--- config.mk ---
export PLATFORM = sky130hd
export DESIGN_NAME = timed_frame_sequencer_flat
export DESIGN_NICKNAME = d
export VERILOG_FILES = /design/src/hdl/tfs_pkg.sv /design/src/hdl/tfs_req_if.sv /design/src/hdl/tfs_rsp_if.sv /design/src/hdl/tfs_csr_if.sv /design/src/hdl/timed_frame_sequencer.sv /design/src/hdl/tfs_ram.sv /design/src/flat_wrapper.sv
export SDC_FILE = /design/constraint.sdc
export NUM_CORES = 2
export LEC_CHECK = 0
export BUFFER_PORTS_ARGS = -buffer_cell sky130_fd_sc_hd__buf_2
export CAP_MARGIN = 20
export CORE_AREA = 2 2 299 301
export CTS_CLUSTER_SIZE = 16
export DETAILED_ROUTE_END_ITERATION = 10
export DIE_AREA = 0 0 301 303
export PLACE_DENSITY = 0.76
export SETUP_SLACK_MARGIN = 0.5
export SYNTH_ARGS = -nofsm -noshare
export SYNTH_HDL_FRONTEND = slang
export SYNTH_SLANG_ARGS = --single-unit
--- constraint.sdc ---
create_clock -name clock -period 5.2 [get_ports clock]
set_clock_uncertainty 0.2 [all_clocks]
set_input_delay 0.52 -clock clock [delete_from_list [all_inputs] [get_ports clock]]
set_output_delay 0.52 -clock clock [all_outputs]
set_load 0.05 [all_outputs]
--- src/hdl/tfs_pkg.sv ---
package tfs_pkg;

   localparam int FC_W   = 7;   // frame_count register
   localparam int ACT_W  = 3;
   localparam int MS_W   = 16;  // elapsed_ms, frame_duration, time in frame
   localparam int FN_W   = 6;   // frame_number, shown_frame
   localparam int ST_W   = 2;
   localparam int PASS_W = MS_W + 1;  // elapsed plus time in frame

   typedef enum logic [ST_W-1:0] {
      ST_STOP  = 2'd0,
      ST_PLAY  = 2'd1,
      ST_PAUSE = 2'd2
   } status_type;

   typedef enum logic [1:0] {
      MD_SINGLE = 2'd0,
      MD_ONCE   = 2'd1,
      MD_LOOP   = 2'd2
   } mode_type;

   typedef enum logic [ACT_W-1:0] {
      ACT_TICK   = 3'd0,
      ACT_ONCE   = 3'd1,
      ACT_LOOP   = 3'd2,
      ACT_SHOW   = 3'd3,
      ACT_PAUSE  = 3'd4,
      ACT_RESUME = 3'd5,
      ACT_STOP   = 3'd6,
      ACT_LOAD   = 3'd7
   } action_type;

   typedef enum logic [2:0] {
      S_IDLE,
      S_SUM,
      S_SUMD,
      S_CHK,
      S_MOD,
      S_WREQ,
      S_WCHK,
      S_FIN
   } fsm_type;

endpackage

--- src/hdl/tfs_req_if.sv ---
interface tfs_req_if;
   logic                      valid;
   logic                      ready;
   logic [tfs_pkg::ACT_W-1:0] action;
   logic [tfs_pkg::MS_W-1:0]  elapsed_ms;
   logic [tfs_pkg::FN_W-1:0]  frame_number;
   logic [tfs_pkg::MS_W-1:0]  frame_duration;

   modport source (output valid, action, elapsed_ms, frame_number, frame_duration,
                   input ready);
   modport sink   (input valid, action, elapsed_ms, frame_number, frame_duration,
                   output ready);
endinterface

--- src/hdl/tfs_rsp_if.sv ---
interface tfs_rsp_if;
   logic                     valid;
   logic                     ready;
   logic [tfs_pkg::FN_W-1:0] shown_frame;
   logic                     visible;
   logic [tfs_pkg::ST_W-1:0] play_status;
   logic                     accepted;

   modport source (output valid, shown_frame, visible, play_status, accepted,
                   input ready);
   modport sink   (input valid, shown_frame, visible, play_status, accepted,
                   output ready);
endinterface

--- src/hdl/tfs_csr_if.sv ---
interface tfs_csr_if;
   logic                     valid;
   logic                     ready;
   logic [tfs_pkg::FC_W-1:0] frame_count;

   modport source (output valid, frame_count, input ready);
   modport sink   (input valid, frame_count, output ready);
endinterface

--- src/hdl/timed_frame_sequencer.sv ---
// channel  dir  handshake          payload
// req_ch   in   valid/ready        action, elapsed_ms, frame_number, frame_duration
// rsp_ch   out  valid/ready        shown_frame, visible, play_status, accepted
// csr_ch   in   valid/ready        frame_count (ready always high)
//
// Commands and ticks that do not walk finish in the accept cycle; the item
// shows on rsp_ch in the next cycle. A walking tick sums the duration table
// through the RAM read port, folds the time modulo the sum when it must,
// visits each frame with a read and a compare, and then delivers. The next
// item is taken once the sequencer is idle and the result register is free.
// Reset is synchronous; the duration RAM is not cleared.
module timed_frame_sequencer #(
   parameter int MAX_FRAMES = 64
) (
   input  logic       clock,
   input  logic       reset,
   tfs_req_if.sink    req_ch,
   tfs_rsp_if.source  rsp_ch,
   tfs_csr_if.sink    csr_ch
);

   localparam int AW  = $clog2(MAX_FRAMES);
   localparam int CW  = $clog2(MAX_FRAMES + 1);
   localparam int FCW = tfs_pkg::FC_W;
   localparam int CWX = (CW > FCW) ? CW : FCW;
   localparam int FNW = tfs_pkg::FN_W;
   localparam int XW  = (AW > FNW) ? AW : FNW;
   localparam int MSW = tfs_pkg::MS_W;
   localparam int SW  = MSW + AW;
   localparam int PW  = tfs_pkg::PASS_W;
   localparam int BW  = $clog2(PW);

   tfs_pkg::fsm_type    state_ff, state_in;
   tfs_pkg::status_type status_ff, status_in;
   tfs_pkg::mode_type   mode_ff, mode_in;
   logic [AW-1:0]       cur_ff, cur_in;
   logic [FNW-1:0]      fixed_ff, fixed_in;
   logic [MSW-1:0]      time_ff, time_in;
   logic [FCW-1:0]      frame_count_ff, frame_count_in;

   logic [SW-1:0]       sum_ff, sum_in;
   logic [AW-1:0]       sa_ff, sa_in;
   logic                rdp_ff, rdp_in;
   logic [PW-1:0]       pass_ff, pass_in;
   logic [PW-1:0]       rem_ff, rem_in;
   logic [BW-1:0]       bit_ff, bit_in;
   logic [AW-1:0]       idx_ff, idx_in;

   logic                rsp_valid_ff, rsp_valid_in;
   logic [FNW-1:0]      rsp_frame_ff, rsp_frame_in;
   logic                rsp_vis_ff, rsp_vis_in;
   tfs_pkg::status_type rsp_status_ff, rsp_status_in;
   logic                rsp_acc_ff, rsp_acc_in;

   logic                ram_wr_en;
   logic [AW-1:0]       ram_wr_addr;
   logic [AW-1:0]       ram_rd_addr;
   logic [MSW-1:0]      ram_rd_data;

   tfs_pkg::action_type act;
   logic [CWX-1:0]      fc_x;
   logic [CW-1:0]       count;
   logic                slot_free;
   logic                req_fire;
   logic                walk_go;
   logic                rsp_load;
   logic                acc_in;
   logic [PW:0]         r2;
   logic [PW:0]         sum_x;
   logic                vis_in;

   tfs_ram #(
      .WIDTH (MSW),
      .DEPTH (MAX_FRAMES)
   ) u_dur_ram (
      .clock   (clock),
      .wr_en   (ram_wr_en),
      .wr_addr (ram_wr_addr),
      .wr_data (req_ch.frame_duration),
      .rd_addr (ram_rd_addr),
      .rd_data (ram_rd_data)
   );

   assign act       = tfs_pkg::action_type'(req_ch.action);
   assign fc_x      = CWX'(frame_count_ff);
   assign count     = (fc_x > CWX'(MAX_FRAMES)) ? CW'(MAX_FRAMES) : CW'(fc_x);
   assign slot_free = !rsp_valid_ff || rsp_ch.ready;
   assign req_ch.ready = (state_ff == tfs_pkg::S_IDLE) && slot_free;
   assign req_fire  = req_ch.valid && req_ch.ready;
   assign walk_go   = (act == tfs_pkg::ACT_TICK) && (mode_ff != tfs_pkg::MD_SINGLE) &&
                      (status_ff == tfs_pkg::ST_PLAY) && (count != '0);
   assign rsp_load  = ((state_ff == tfs_pkg::S_IDLE) && req_fire && !walk_go) ||
                      ((state_ff == tfs_pkg::S_FIN) && slot_free);
   assign csr_ch.ready = 1'b1;

   // next state
   always_comb begin
      state_in = state_ff;
      case (state_ff)
         tfs_pkg::S_IDLE: begin
            if (req_fire && walk_go) state_in = tfs_pkg::S_SUM;
         end
         tfs_pkg::S_SUM: begin
            if (CW'(sa_ff) + CW'(1) == count) state_in = tfs_pkg::S_SUMD;
         end
         tfs_pkg::S_SUMD: state_in = tfs_pkg::S_CHK;
         tfs_pkg::S_CHK: begin
            if (sum_ff == '0) state_in = tfs_pkg::S_FIN;
            else if (SW'(pass_ff) > sum_ff) state_in = tfs_pkg::S_MOD;
            else state_in = tfs_pkg::S_WREQ;
         end
         tfs_pkg::S_MOD: begin
            if (bit_ff == '0) state_in = tfs_pkg::S_WREQ;
         end
         tfs_pkg::S_WREQ: state_in = tfs_pkg::S_WCHK;
         tfs_pkg::S_WCHK: begin
            if (pass_ff <= PW'(ram_rd_data)) state_in = tfs_pkg::S_FIN;
            else state_in = tfs_pkg::S_WREQ;
         end
         tfs_pkg::S_FIN: begin
            if (slot_free) state_in = tfs_pkg::S_IDLE;
         end
         default: state_in = tfs_pkg::S_IDLE;
      endcase
   end

   // datapath and outputs
   always_comb begin
      status_in      = status_ff;
      mode_in        = mode_ff;
      cur_in         = cur_ff;
      fixed_in       = fixed_ff;
      time_in        = time_ff;
      frame_count_in = frame_count_ff;
      sum_in         = sum_ff;
      sa_in          = sa_ff;
      pass_in        = pass_ff;
      rem_in         = rem_ff;
      bit_in         = bit_ff;
      idx_in         = idx_ff;
      acc_in         = 1'b1;
      ram_wr_en      = 1'b0;
      ram_wr_addr    = AW'(XW'(req_ch.frame_number));
      ram_rd_addr    = '0;
      rdp_in         = (state_ff == tfs_pkg::S_SUM);
      sum_x          = {2'b00, sum_ff[PW-2:0]};
      r2             = {rem_ff, pass_ff[PW-1]};

      if (csr_ch.valid) frame_count_in = csr_ch.frame_count;

      case (state_ff)
         tfs_pkg::S_IDLE: begin
            if (req_fire) begin
               case (act)
                  tfs_pkg::ACT_TICK: begin
                     if (walk_go) begin
                        sum_in = '0;
                        sa_in  = '0;
                        // count lowered under the current frame: restart the walk
                        if (CW'(cur_ff) >= count) begin
                           cur_in  = '0;
                           time_in = '0;
                           pass_in = PW'(req_ch.elapsed_ms);
                        end else begin
                           pass_in = PW'(req_ch.elapsed_ms) + PW'(time_ff);
                        end
                     end
                  end
                  tfs_pkg::ACT_ONCE, tfs_pkg::ACT_LOOP: begin
                     mode_in   = (act == tfs_pkg::ACT_ONCE) ? tfs_pkg::MD_ONCE
                                                            : tfs_pkg::MD_LOOP;
                     status_in = tfs_pkg::ST_PLAY;
                     cur_in    = '0;
                     time_in   = '0;
                  end
                  tfs_pkg::ACT_SHOW: begin
                     if (32'(req_ch.frame_number) < 32'(count)) begin
                        fixed_in  = req_ch.frame_number;
                        mode_in   = tfs_pkg::MD_SINGLE;
                        status_in = tfs_pkg::ST_PLAY;
                     end else begin
                        acc_in = 1'b0;
                     end
                  end
                  tfs_pkg::ACT_PAUSE: begin
                     if (status_ff == tfs_pkg::ST_PLAY) status_in = tfs_pkg::ST_PAUSE;
                  end
                  tfs_pkg::ACT_RESUME: begin
                     if (status_ff == tfs_pkg::ST_PAUSE) status_in = tfs_pkg::ST_PLAY;
                  end
                  tfs_pkg::ACT_STOP: begin
                     status_in = tfs_pkg::ST_STOP;
                     if (mode_ff == tfs_pkg::MD_LOOP) mode_in = tfs_pkg::MD_ONCE;
                  end
                  tfs_pkg::ACT_LOAD: begin
                     ram_wr_en = (32'(req_ch.frame_number) < MAX_FRAMES);
                  end
                  default: begin
                  end
               endcase
            end
         end
         tfs_pkg::S_SUM: begin
            ram_rd_addr = sa_ff;
            sa_in       = sa_ff + AW'(1);
            if (rdp_ff) sum_in = sum_ff + SW'(ram_rd_data);
         end
         tfs_pkg::S_SUMD: begin
            if (rdp_ff) sum_in = sum_ff + SW'(ram_rd_data);
         end
         tfs_pkg::S_CHK: begin
            idx_in = cur_ff;
            if (sum_ff == '0) begin
               // all durations zero: one full pass, back on the same frame
               if (pass_ff != '0) time_in = '0;
            end else if (SW'(pass_ff) > sum_ff) begin
               pass_in = pass_ff - PW'(1);
               rem_in  = '0;
               bit_in  = BW'(PW - 1);
            end
         end
         tfs_pkg::S_MOD: begin
            // restoring remainder, one dividend bit a cycle; sum fits PW bits here
            sum_x = {1'b0, sum_ff[PW-1:0]};
            r2    = {rem_ff, pass_ff[PW-1]};
            if (r2 >= sum_x) r2 = r2 - sum_x;
            rem_in  = r2[PW-1:0];
            pass_in = {pass_ff[PW-2:0], 1'b0};
            bit_in  = bit_ff - BW'(1);
            if (bit_ff == '0) pass_in = r2[PW-1:0] + PW'(1);
         end
         tfs_pkg::S_WREQ: begin
            ram_rd_addr = idx_ff;
         end
         tfs_pkg::S_WCHK: begin
            if (pass_ff <= PW'(ram_rd_data)) begin
               cur_in  = idx_ff;
               time_in = pass_ff[MSW-1:0];
            end else begin
               pass_in = pass_ff - PW'(ram_rd_data);
               if (CW'(idx_ff) + CW'(1) >= count) idx_in = '0;
               else idx_in = idx_ff + AW'(1);
            end
         end
         tfs_pkg::S_FIN: begin
         end
         default: begin
         end
      endcase

      vis_in        = (status_in != tfs_pkg::ST_STOP) && (count != '0);
      rsp_vis_in    = vis_in;
      rsp_status_in = status_in;
      rsp_acc_in    = acc_in;
      if (!vis_in) rsp_frame_in = '0;
      else if (mode_in == tfs_pkg::MD_SINGLE) rsp_frame_in = fixed_in;
      else rsp_frame_in = FNW'(XW'(cur_in));

      if (rsp_load) rsp_valid_in = 1'b1;
      else if (rsp_ch.ready) rsp_valid_in = 1'b0;
      else rsp_valid_in = rsp_valid_ff;
   end

   always_ff @(posedge clock) begin
      if (reset) begin
         state_ff       <= tfs_pkg::S_IDLE;
         status_ff      <= tfs_pkg::ST_STOP;
         mode_ff        <= tfs_pkg::MD_SINGLE;
         cur_ff         <= '0;
         fixed_ff       <= '0;
         time_ff        <= '0;
         frame_count_ff <= FCW'(1);
         rdp_ff         <= 1'b0;
         rsp_valid_ff   <= 1'b0;
      end else begin
         state_ff       <= state_in;
         status_ff      <= status_in;
         mode_ff        <= mode_in;
         cur_ff         <= cur_in;
         fixed_ff       <= fixed_in;
         time_ff        <= time_in;
         frame_count_ff <= frame_count_in;
         rdp_ff         <= rdp_in;
         rsp_valid_ff   <= rsp_valid_in;
      end
   end

   always_ff @(posedge clock) begin
      sum_ff  <= sum_in;
      sa_ff   <= sa_in;
      pass_ff <= pass_in;
      rem_ff  <= rem_in;
      bit_ff  <= bit_in;
      idx_ff  <= idx_in;
      if (rsp_load) begin
         rsp_frame_ff  <= rsp_frame_in;
         rsp_vis_ff    <= rsp_vis_in;
         rsp_status_ff <= rsp_status_in;
         rsp_acc_ff    <= rsp_acc_in;
      end
   end

   assign rsp_ch.valid       = rsp_valid_ff;
   assign rsp_ch.shown_frame = rsp_frame_ff;
   assign rsp_ch.visible     = rsp_vis_ff;
   assign rsp_ch.play_status = rsp_status_ff;
   assign rsp_ch.accepted    = rsp_acc_ff;

   a_mod_nonzero_sum: assert property (@(posedge clock) disable iff (reset)
      state_ff == tfs_pkg::S_MOD |-> sum_ff != '0)
      else $error("remainder step with zero duration sum");

   a_walk_within_sum: assert property (@(posedge clock) disable iff (reset)
      state_ff == tfs_pkg::S_WREQ |-> SW'(pass_ff) <= sum_ff)
      else $error("walk started with time beyond one pass");

   a_walk_index: assert property (@(posedge clock) disable iff (reset)
      state_ff == tfs_pkg::S_WREQ |-> CW'(idx_ff) < count)
      else $error("walk index outside frame count");

   a_sum_index: assert property (@(posedge clock) disable iff (reset)
      state_ff == tfs_pkg::S_SUM |-> CW'(sa_ff) < count)
      else $error("sum sweep past frame count");

   a_fin_delivers: assert property (@(posedge clock) disable iff (reset)
      (state_ff == tfs_pkg::S_FIN && slot_free) |=>
         (rsp_valid_ff && state_ff == tfs_pkg::S_IDLE))
      else $error("tick result not delivered");

endmodule

--- src/hdl/tfs_ram.sv ---
module tfs_ram #(
   parameter int WIDTH = 16,
   parameter int DEPTH = 64
) (
   input  logic                     clock,
   input  logic                     wr_en,
   input  logic [$clog2(DEPTH)-1:0] wr_addr,
   input  logic [WIDTH-1:0]         wr_data,
   input  logic [$clog2(DEPTH)-1:0] rd_addr,
   output logic [WIDTH-1:0]         rd_data
);

   logic [WIDTH-1:0] mem [DEPTH];
   logic [WIDTH-1:0] rd_data_ff;

   always_ff @(posedge clock) begin
      if (wr_en) begin
         mem[wr_addr] <= wr_data;
      end
      rd_data_ff <= mem[rd_addr];
   end

   assign rd_data = rd_data_ff;

endmodule

--- src/flat_wrapper.sv ---
// flat-port wrapper written by rule: the top's interface ports become plain ports
module timed_frame_sequencer_flat 
#(
   parameter int MAX_FRAMES = 64
)
  (clock, reset, req_ch_valid, req_ch_action, req_ch_elapsed_ms, req_ch_frame_number, req_ch_frame_duration, req_ch_ready, rsp_ch_valid, rsp_ch_shown_frame, rsp_ch_visible, rsp_ch_play_status, rsp_ch_accepted, rsp_ch_ready, csr_ch_valid, csr_ch_frame_count, csr_ch_ready);
  tfs_req_if req_ch_i ();
  tfs_rsp_if rsp_ch_i ();
  tfs_csr_if csr_ch_i ();
  input  logic clock;
  input  logic reset;
  input wire logic [$bits(req_ch_i.valid)-1:0] req_ch_valid;
  input wire logic [$bits(req_ch_i.action)-1:0] req_ch_action;
  input wire logic [$bits(req_ch_i.elapsed_ms)-1:0] req_ch_elapsed_ms;
  input wire logic [$bits(req_ch_i.frame_number)-1:0] req_ch_frame_number;
  input wire logic [$bits(req_ch_i.frame_duration)-1:0] req_ch_frame_duration;
  output wire logic [$bits(req_ch_i.ready)-1:0] req_ch_ready;
  output wire logic [$bits(rsp_ch_i.valid)-1:0] rsp_ch_valid;
  output wire logic [$bits(rsp_ch_i.shown_frame)-1:0] rsp_ch_shown_frame;
  output wire logic [$bits(rsp_ch_i.visible)-1:0] rsp_ch_visible;
  output wire logic [$bits(rsp_ch_i.play_status)-1:0] rsp_ch_play_status;
  output wire logic [$bits(rsp_ch_i.accepted)-1:0] rsp_ch_accepted;
  input wire logic [$bits(rsp_ch_i.ready)-1:0] rsp_ch_ready;
  input wire logic [$bits(csr_ch_i.valid)-1:0] csr_ch_valid;
  input wire logic [$bits(csr_ch_i.frame_count)-1:0] csr_ch_frame_count;
  output wire logic [$bits(csr_ch_i.ready)-1:0] csr_ch_ready;
  assign req_ch_i.valid = req_ch_valid;
  assign req_ch_i.action = req_ch_action;
  assign req_ch_i.elapsed_ms = req_ch_elapsed_ms;
  assign req_ch_i.frame_number = req_ch_frame_number;
  assign req_ch_i.frame_duration = req_ch_frame_duration;
  assign req_ch_ready = req_ch_i.ready;
  assign rsp_ch_valid = rsp_ch_i.valid;
  assign rsp_ch_shown_frame = rsp_ch_i.shown_frame;
  assign rsp_ch_visible = rsp_ch_i.visible;
  assign rsp_ch_play_status = rsp_ch_i.play_status;
  assign rsp_ch_accepted = rsp_ch_i.accepted;
  assign rsp_ch_i.ready = rsp_ch_ready;
  assign csr_ch_i.valid = csr_ch_valid;
  assign csr_ch_i.frame_count = csr_ch_frame_count;
  assign csr_ch_ready = csr_ch_i.ready;
  timed_frame_sequencer #(.MAX_FRAMES(MAX_FRAMES)) u_core (.clock(clock), .reset(reset), .req_ch(req_ch_i), .rsp_ch(rsp_ch_i), .csr_ch(csr_ch_i));
endmodule
==> results.md <==
* Vias at 37.0k
* Router iterations before antenna repair at 6
* Clock slew seen by the registers of the worst setup and hold paths at 0.07 ns
* Hold Crit Depth at 3
* Die Wd at 301 um
* Post-synth EDFFs at ~1.1k
* FMAX at between 0.2 and 0.25 GHz
* Post-synthesis cell area at 0.0523 mm2
* Final hold slack at roughly 0.032 ns
* Unique masters post-synth at 82
* Clk buf depth at 3
* Die ar. at 0.0912 mm2
* First-pass GRT wire length at 208000 um
* Synth Warn # at 0
* DRT iter0 DRCs at 4473
* CP max FO at 8
* Setup slack, reg-to-reg at 0.85 ns
* Peak VDD IR at 0.000393 V
* Startpoint Class: register
* CTS Buf Count at 115
* WS Path Type: reg -> reg
* Least-Margin Pin Slew at 1.08 ns
* Worst r2r src: u_core.pass_ff[16]
* Worst slew margin at 0.281
* IO buf count at between 60 and 70
* Slew Viols, Final at 0
* Routed wire length at 137000 um
* Design area at 0.0588 mm2
* CTS Sinks at 1167
* Initial Utilization at 0.595
* Clock latency at the later pin of the worst-skew pair at 0.71 ns
* R2R depth at 15
* Most frequent cells in the layout: nand2_1, edfxtp_1, nand3_1
* RSZ-0062 raised after global routing: no
* H-tree depth at 3
* Setup TNS at 0 ns
* Routed Antenna Nets at 0
* Crit-path cells: inv_1, ha_1, inv_1, fa_1, a21o_1, nor3b_1, o31ai_1, a21o_1, a21oi_1, inv_1, ha_1, a21bo_2, nand4b_1, o31a_1, o31ai_1
* Total GRT Usage at 0.300
* Static leakage at 20.9 nW
* Nets at 4737
* Placed instance area at 0.0548 mm2
* HP Class: in -> reg
* Post-synthesis sequential area ratio at 0.658
* Layout cell share with drive strength beyond 1 at 0.0975
* Area Growth Syn to Fin at 12.3%
* Grt ovf at 0
* DR vias/cell at 6.33
* Largest stage delay on the critical path at 0.51 ns
* Top FF cell, synth: edfxtp_1
* Clk root buf: clkbuf_16
* Hpwl dp at 83000 um
* Slowest CP cell: o31ai_1
* Reg2reg end: u_core.pass_ff[16]
* Syn Area/Cell at 11.7 um2
* CP endpoint kind: register
* Rows at 109
* Largest net degree at the start of global routing at 76
* Mean routed wirelength per cell at 23.5 um
* Number of synthesized register bits at around 1.2k
* Final period util at 0.836
* Final Hold Fails at 0
* Commonest non-fill, non-tap cell in the layout: nand2_1
* Crit path top cell by count: inv_1
* Post-synth ARST share at 0
* Fill count at 6196
* Endpoints failing setup at 0
* DRC violations left at 0
* TritonCTS clock tree: done
* P per Cell Area at 336 mW/mm2
* Synth Net Count at 4636
* Hold path start: req_ch_action[0]
* Status: finished clean
* CP required at 5.51 ns
* Mapped Cells at 4474
* Hold Path Sink: u_core.status_ff[1]
* WP data arrival at 4.65 ns
* Vert. Die Dim at 303 um
* Tmin final at roughly 4.3 ns
* Total core area at just under 0.09 mm2
* Max_cap viols at 0
* Post-CTS setup buffers at 0
* I/O pins at 66
* Gpl congestion at 0.924
* Initial antenna violation count at 1
* Vias in the first global route at about 36k
## power by group
| part | leakage, nW | switching (W) | internal (W) |
|---|---|---|---|
| registers | 10.5 | 0.0000521 | 0.0103 |
| logic | 8.58 | 0.000594 | 0.000287 |
| clock network | 1.89 | 0.00357 | 0.00492 |
| total | 20.9 | 0.00421 | 0.0155 |
## state kept, by name, indices dropped and copies added (netlist names)
register and cells:
u_core.sum_ff 22, u_core.bit_ff 5, u_core.rdp_ff 1, u_core.fixed_ff 6, u_core.idx_ff 6, u_core.u_dur_ram.mem 1024
u_core.sa_ff 6, u_core.cur_ff 6, u_core.rsp_ch.visible 1, u_core.time_ff 16, u_core.rem_ff 17, u_core.rsp_ch.shown_frame 6
u_core.fc_x 7, u_core.rsp_ch.accepted 1, u_core.u_dur_ram.rd_data 16, u_core.rsp_ch.valid 1, u_core.status_ff 2, u_core.rsp_ch.play_status 2
u_core.state_ff 3, u_core.mode_ff 2, u_core.pass_ff 17
## critical path, delay by kind of cell (launching register included)
kind	cells	cell delay (ns)
AOI/OAI and AO/OA	7	2.08
adders and majority gates	3	0.83
buffers and inverters	3	0.22
DFF	1	0.43
and+or+nand+nor	2	0.41
## metal layers
| layer | vias to the layer above | wire [um] | GRT usage |
|---|---|---|---|
| met2 | 1896 | 66000 | 0.494 |
| met4 | 0 | 6940 | 0.146 |
| met5 | - | 0 | 0.000518 |
| met1 | 18000 | 52700 | 0.391 |
| li1 | 16800 | - | - |
| met3 | 352 | 11700 | 0.0483 |
## through the flow
stage / setup slack, ns / total power (W) / util / instances
after global placement: 0.938 / 0.0114 / 0.623 / 5609
after floorplan: 0.763 / 0.0111 / - / 4474
after detailed placement: 0.947 / 0.0114 / 0.623 / 5609
after global routing: 0.569 / 0.0202 / 0.668 / 5840
final: 0.854 / 0.0197 / 0.668 / 5841
after CTS: 0.881 / 0.0198 / 0.668 / 5838
## worst max-delay path by stage
| stage | start | endpoint | slack, ns | cells past startpoint |
|---|---|---|---|---|
| floorplan | u_core.pass_ff[16] | u_core.pass_ff[16] | 0.76 | 18 |
| global placement | u_core.pass_ff[16] | u_core.pass_ff[16] | 0.94 | 15 |
| detailed placement | u_core.pass_ff[16] | u_core.pass_ff[16] | 0.95 | 15 |
| CTS | u_core.pass_ff[16] | u_core.pass_ff[16] | 0.88 | 15 |
| global route | u_core.pass_ff[16] | u_core.pass_ff[16] | 0.57 | 15 |
| finish | u_core.pass_ff[16] | u_core.pass_ff[16] | 0.85 | 15 |
## kinds of logic (layout without fill, tap and decap cells)
| family | count (synthesis) | in the layout | synth area share |
|---|---|---|---|
| fa+ha+maj | 109 | 109 | 0.0266 |
| flops | 1167 | 1167 | 0.658 |
| other cells | 1 | 2 | 0.0000717 |
| simple gates | 1996 | 1996 | 0.169 |
| xor+xnor | 86 | 86 | 0.0147 |
| compound gates | 713 | 713 | 0.0965 |
| buf+inv | 351 | 552 | 0.0255 |
| mux | 51 | 51 | 0.00990 |
## cell usage after synthesis, drive strengths merged, types with 13 or more instances
library cell / count / area, um2
and3: 144 / 901
clkbuf: 243 / 912
nor3: 31 / 155
nand2b: 32 / 200
a31oi: 80 / 500
or3: 17 / 106
o211ai: 16 / 120
or2: 13 / 81.3
buf: 34 / 146
xor2: 41 / 359
xnor2: 44 / 385
o21ai: 66 / 330
inv: 72 / 270
nand4: 16 / 100
nand2: 1149 / 4310
nand3b: 22 / 165
nand3: 290 / 1450
edfxtp: 1107 / 33200
ha: 105 / 1310
dfxtp: 60 / 1200
a21o: 29 / 218
a211oi: 63 / 473
nor2b: 25 / 156
a21oi: 157 / 786
a311oi: 195 / 1710
mux2i: 45 / 450
nor2: 202 / 761
## what timing repair did
item,in CTS,in global routing
endpoints found under the hold margin,11,0
resized for setup,0,0
hold buffers,12,0
## layout make-up
type,instances,area [um2],share of cell area
timing repair buffer,261,2140,0.0364
inverter,74,278,0.00472
clock buffer,136,3000,0.0510
sequential,1167,34400,0.586
clock inverter,81,866,0.0147
multi-input combinational,2956,16600,0.283
tap,1165,1460,0.0248
antenna,1,2.50,0.0000426
Power figures use the tool's default switching activity.
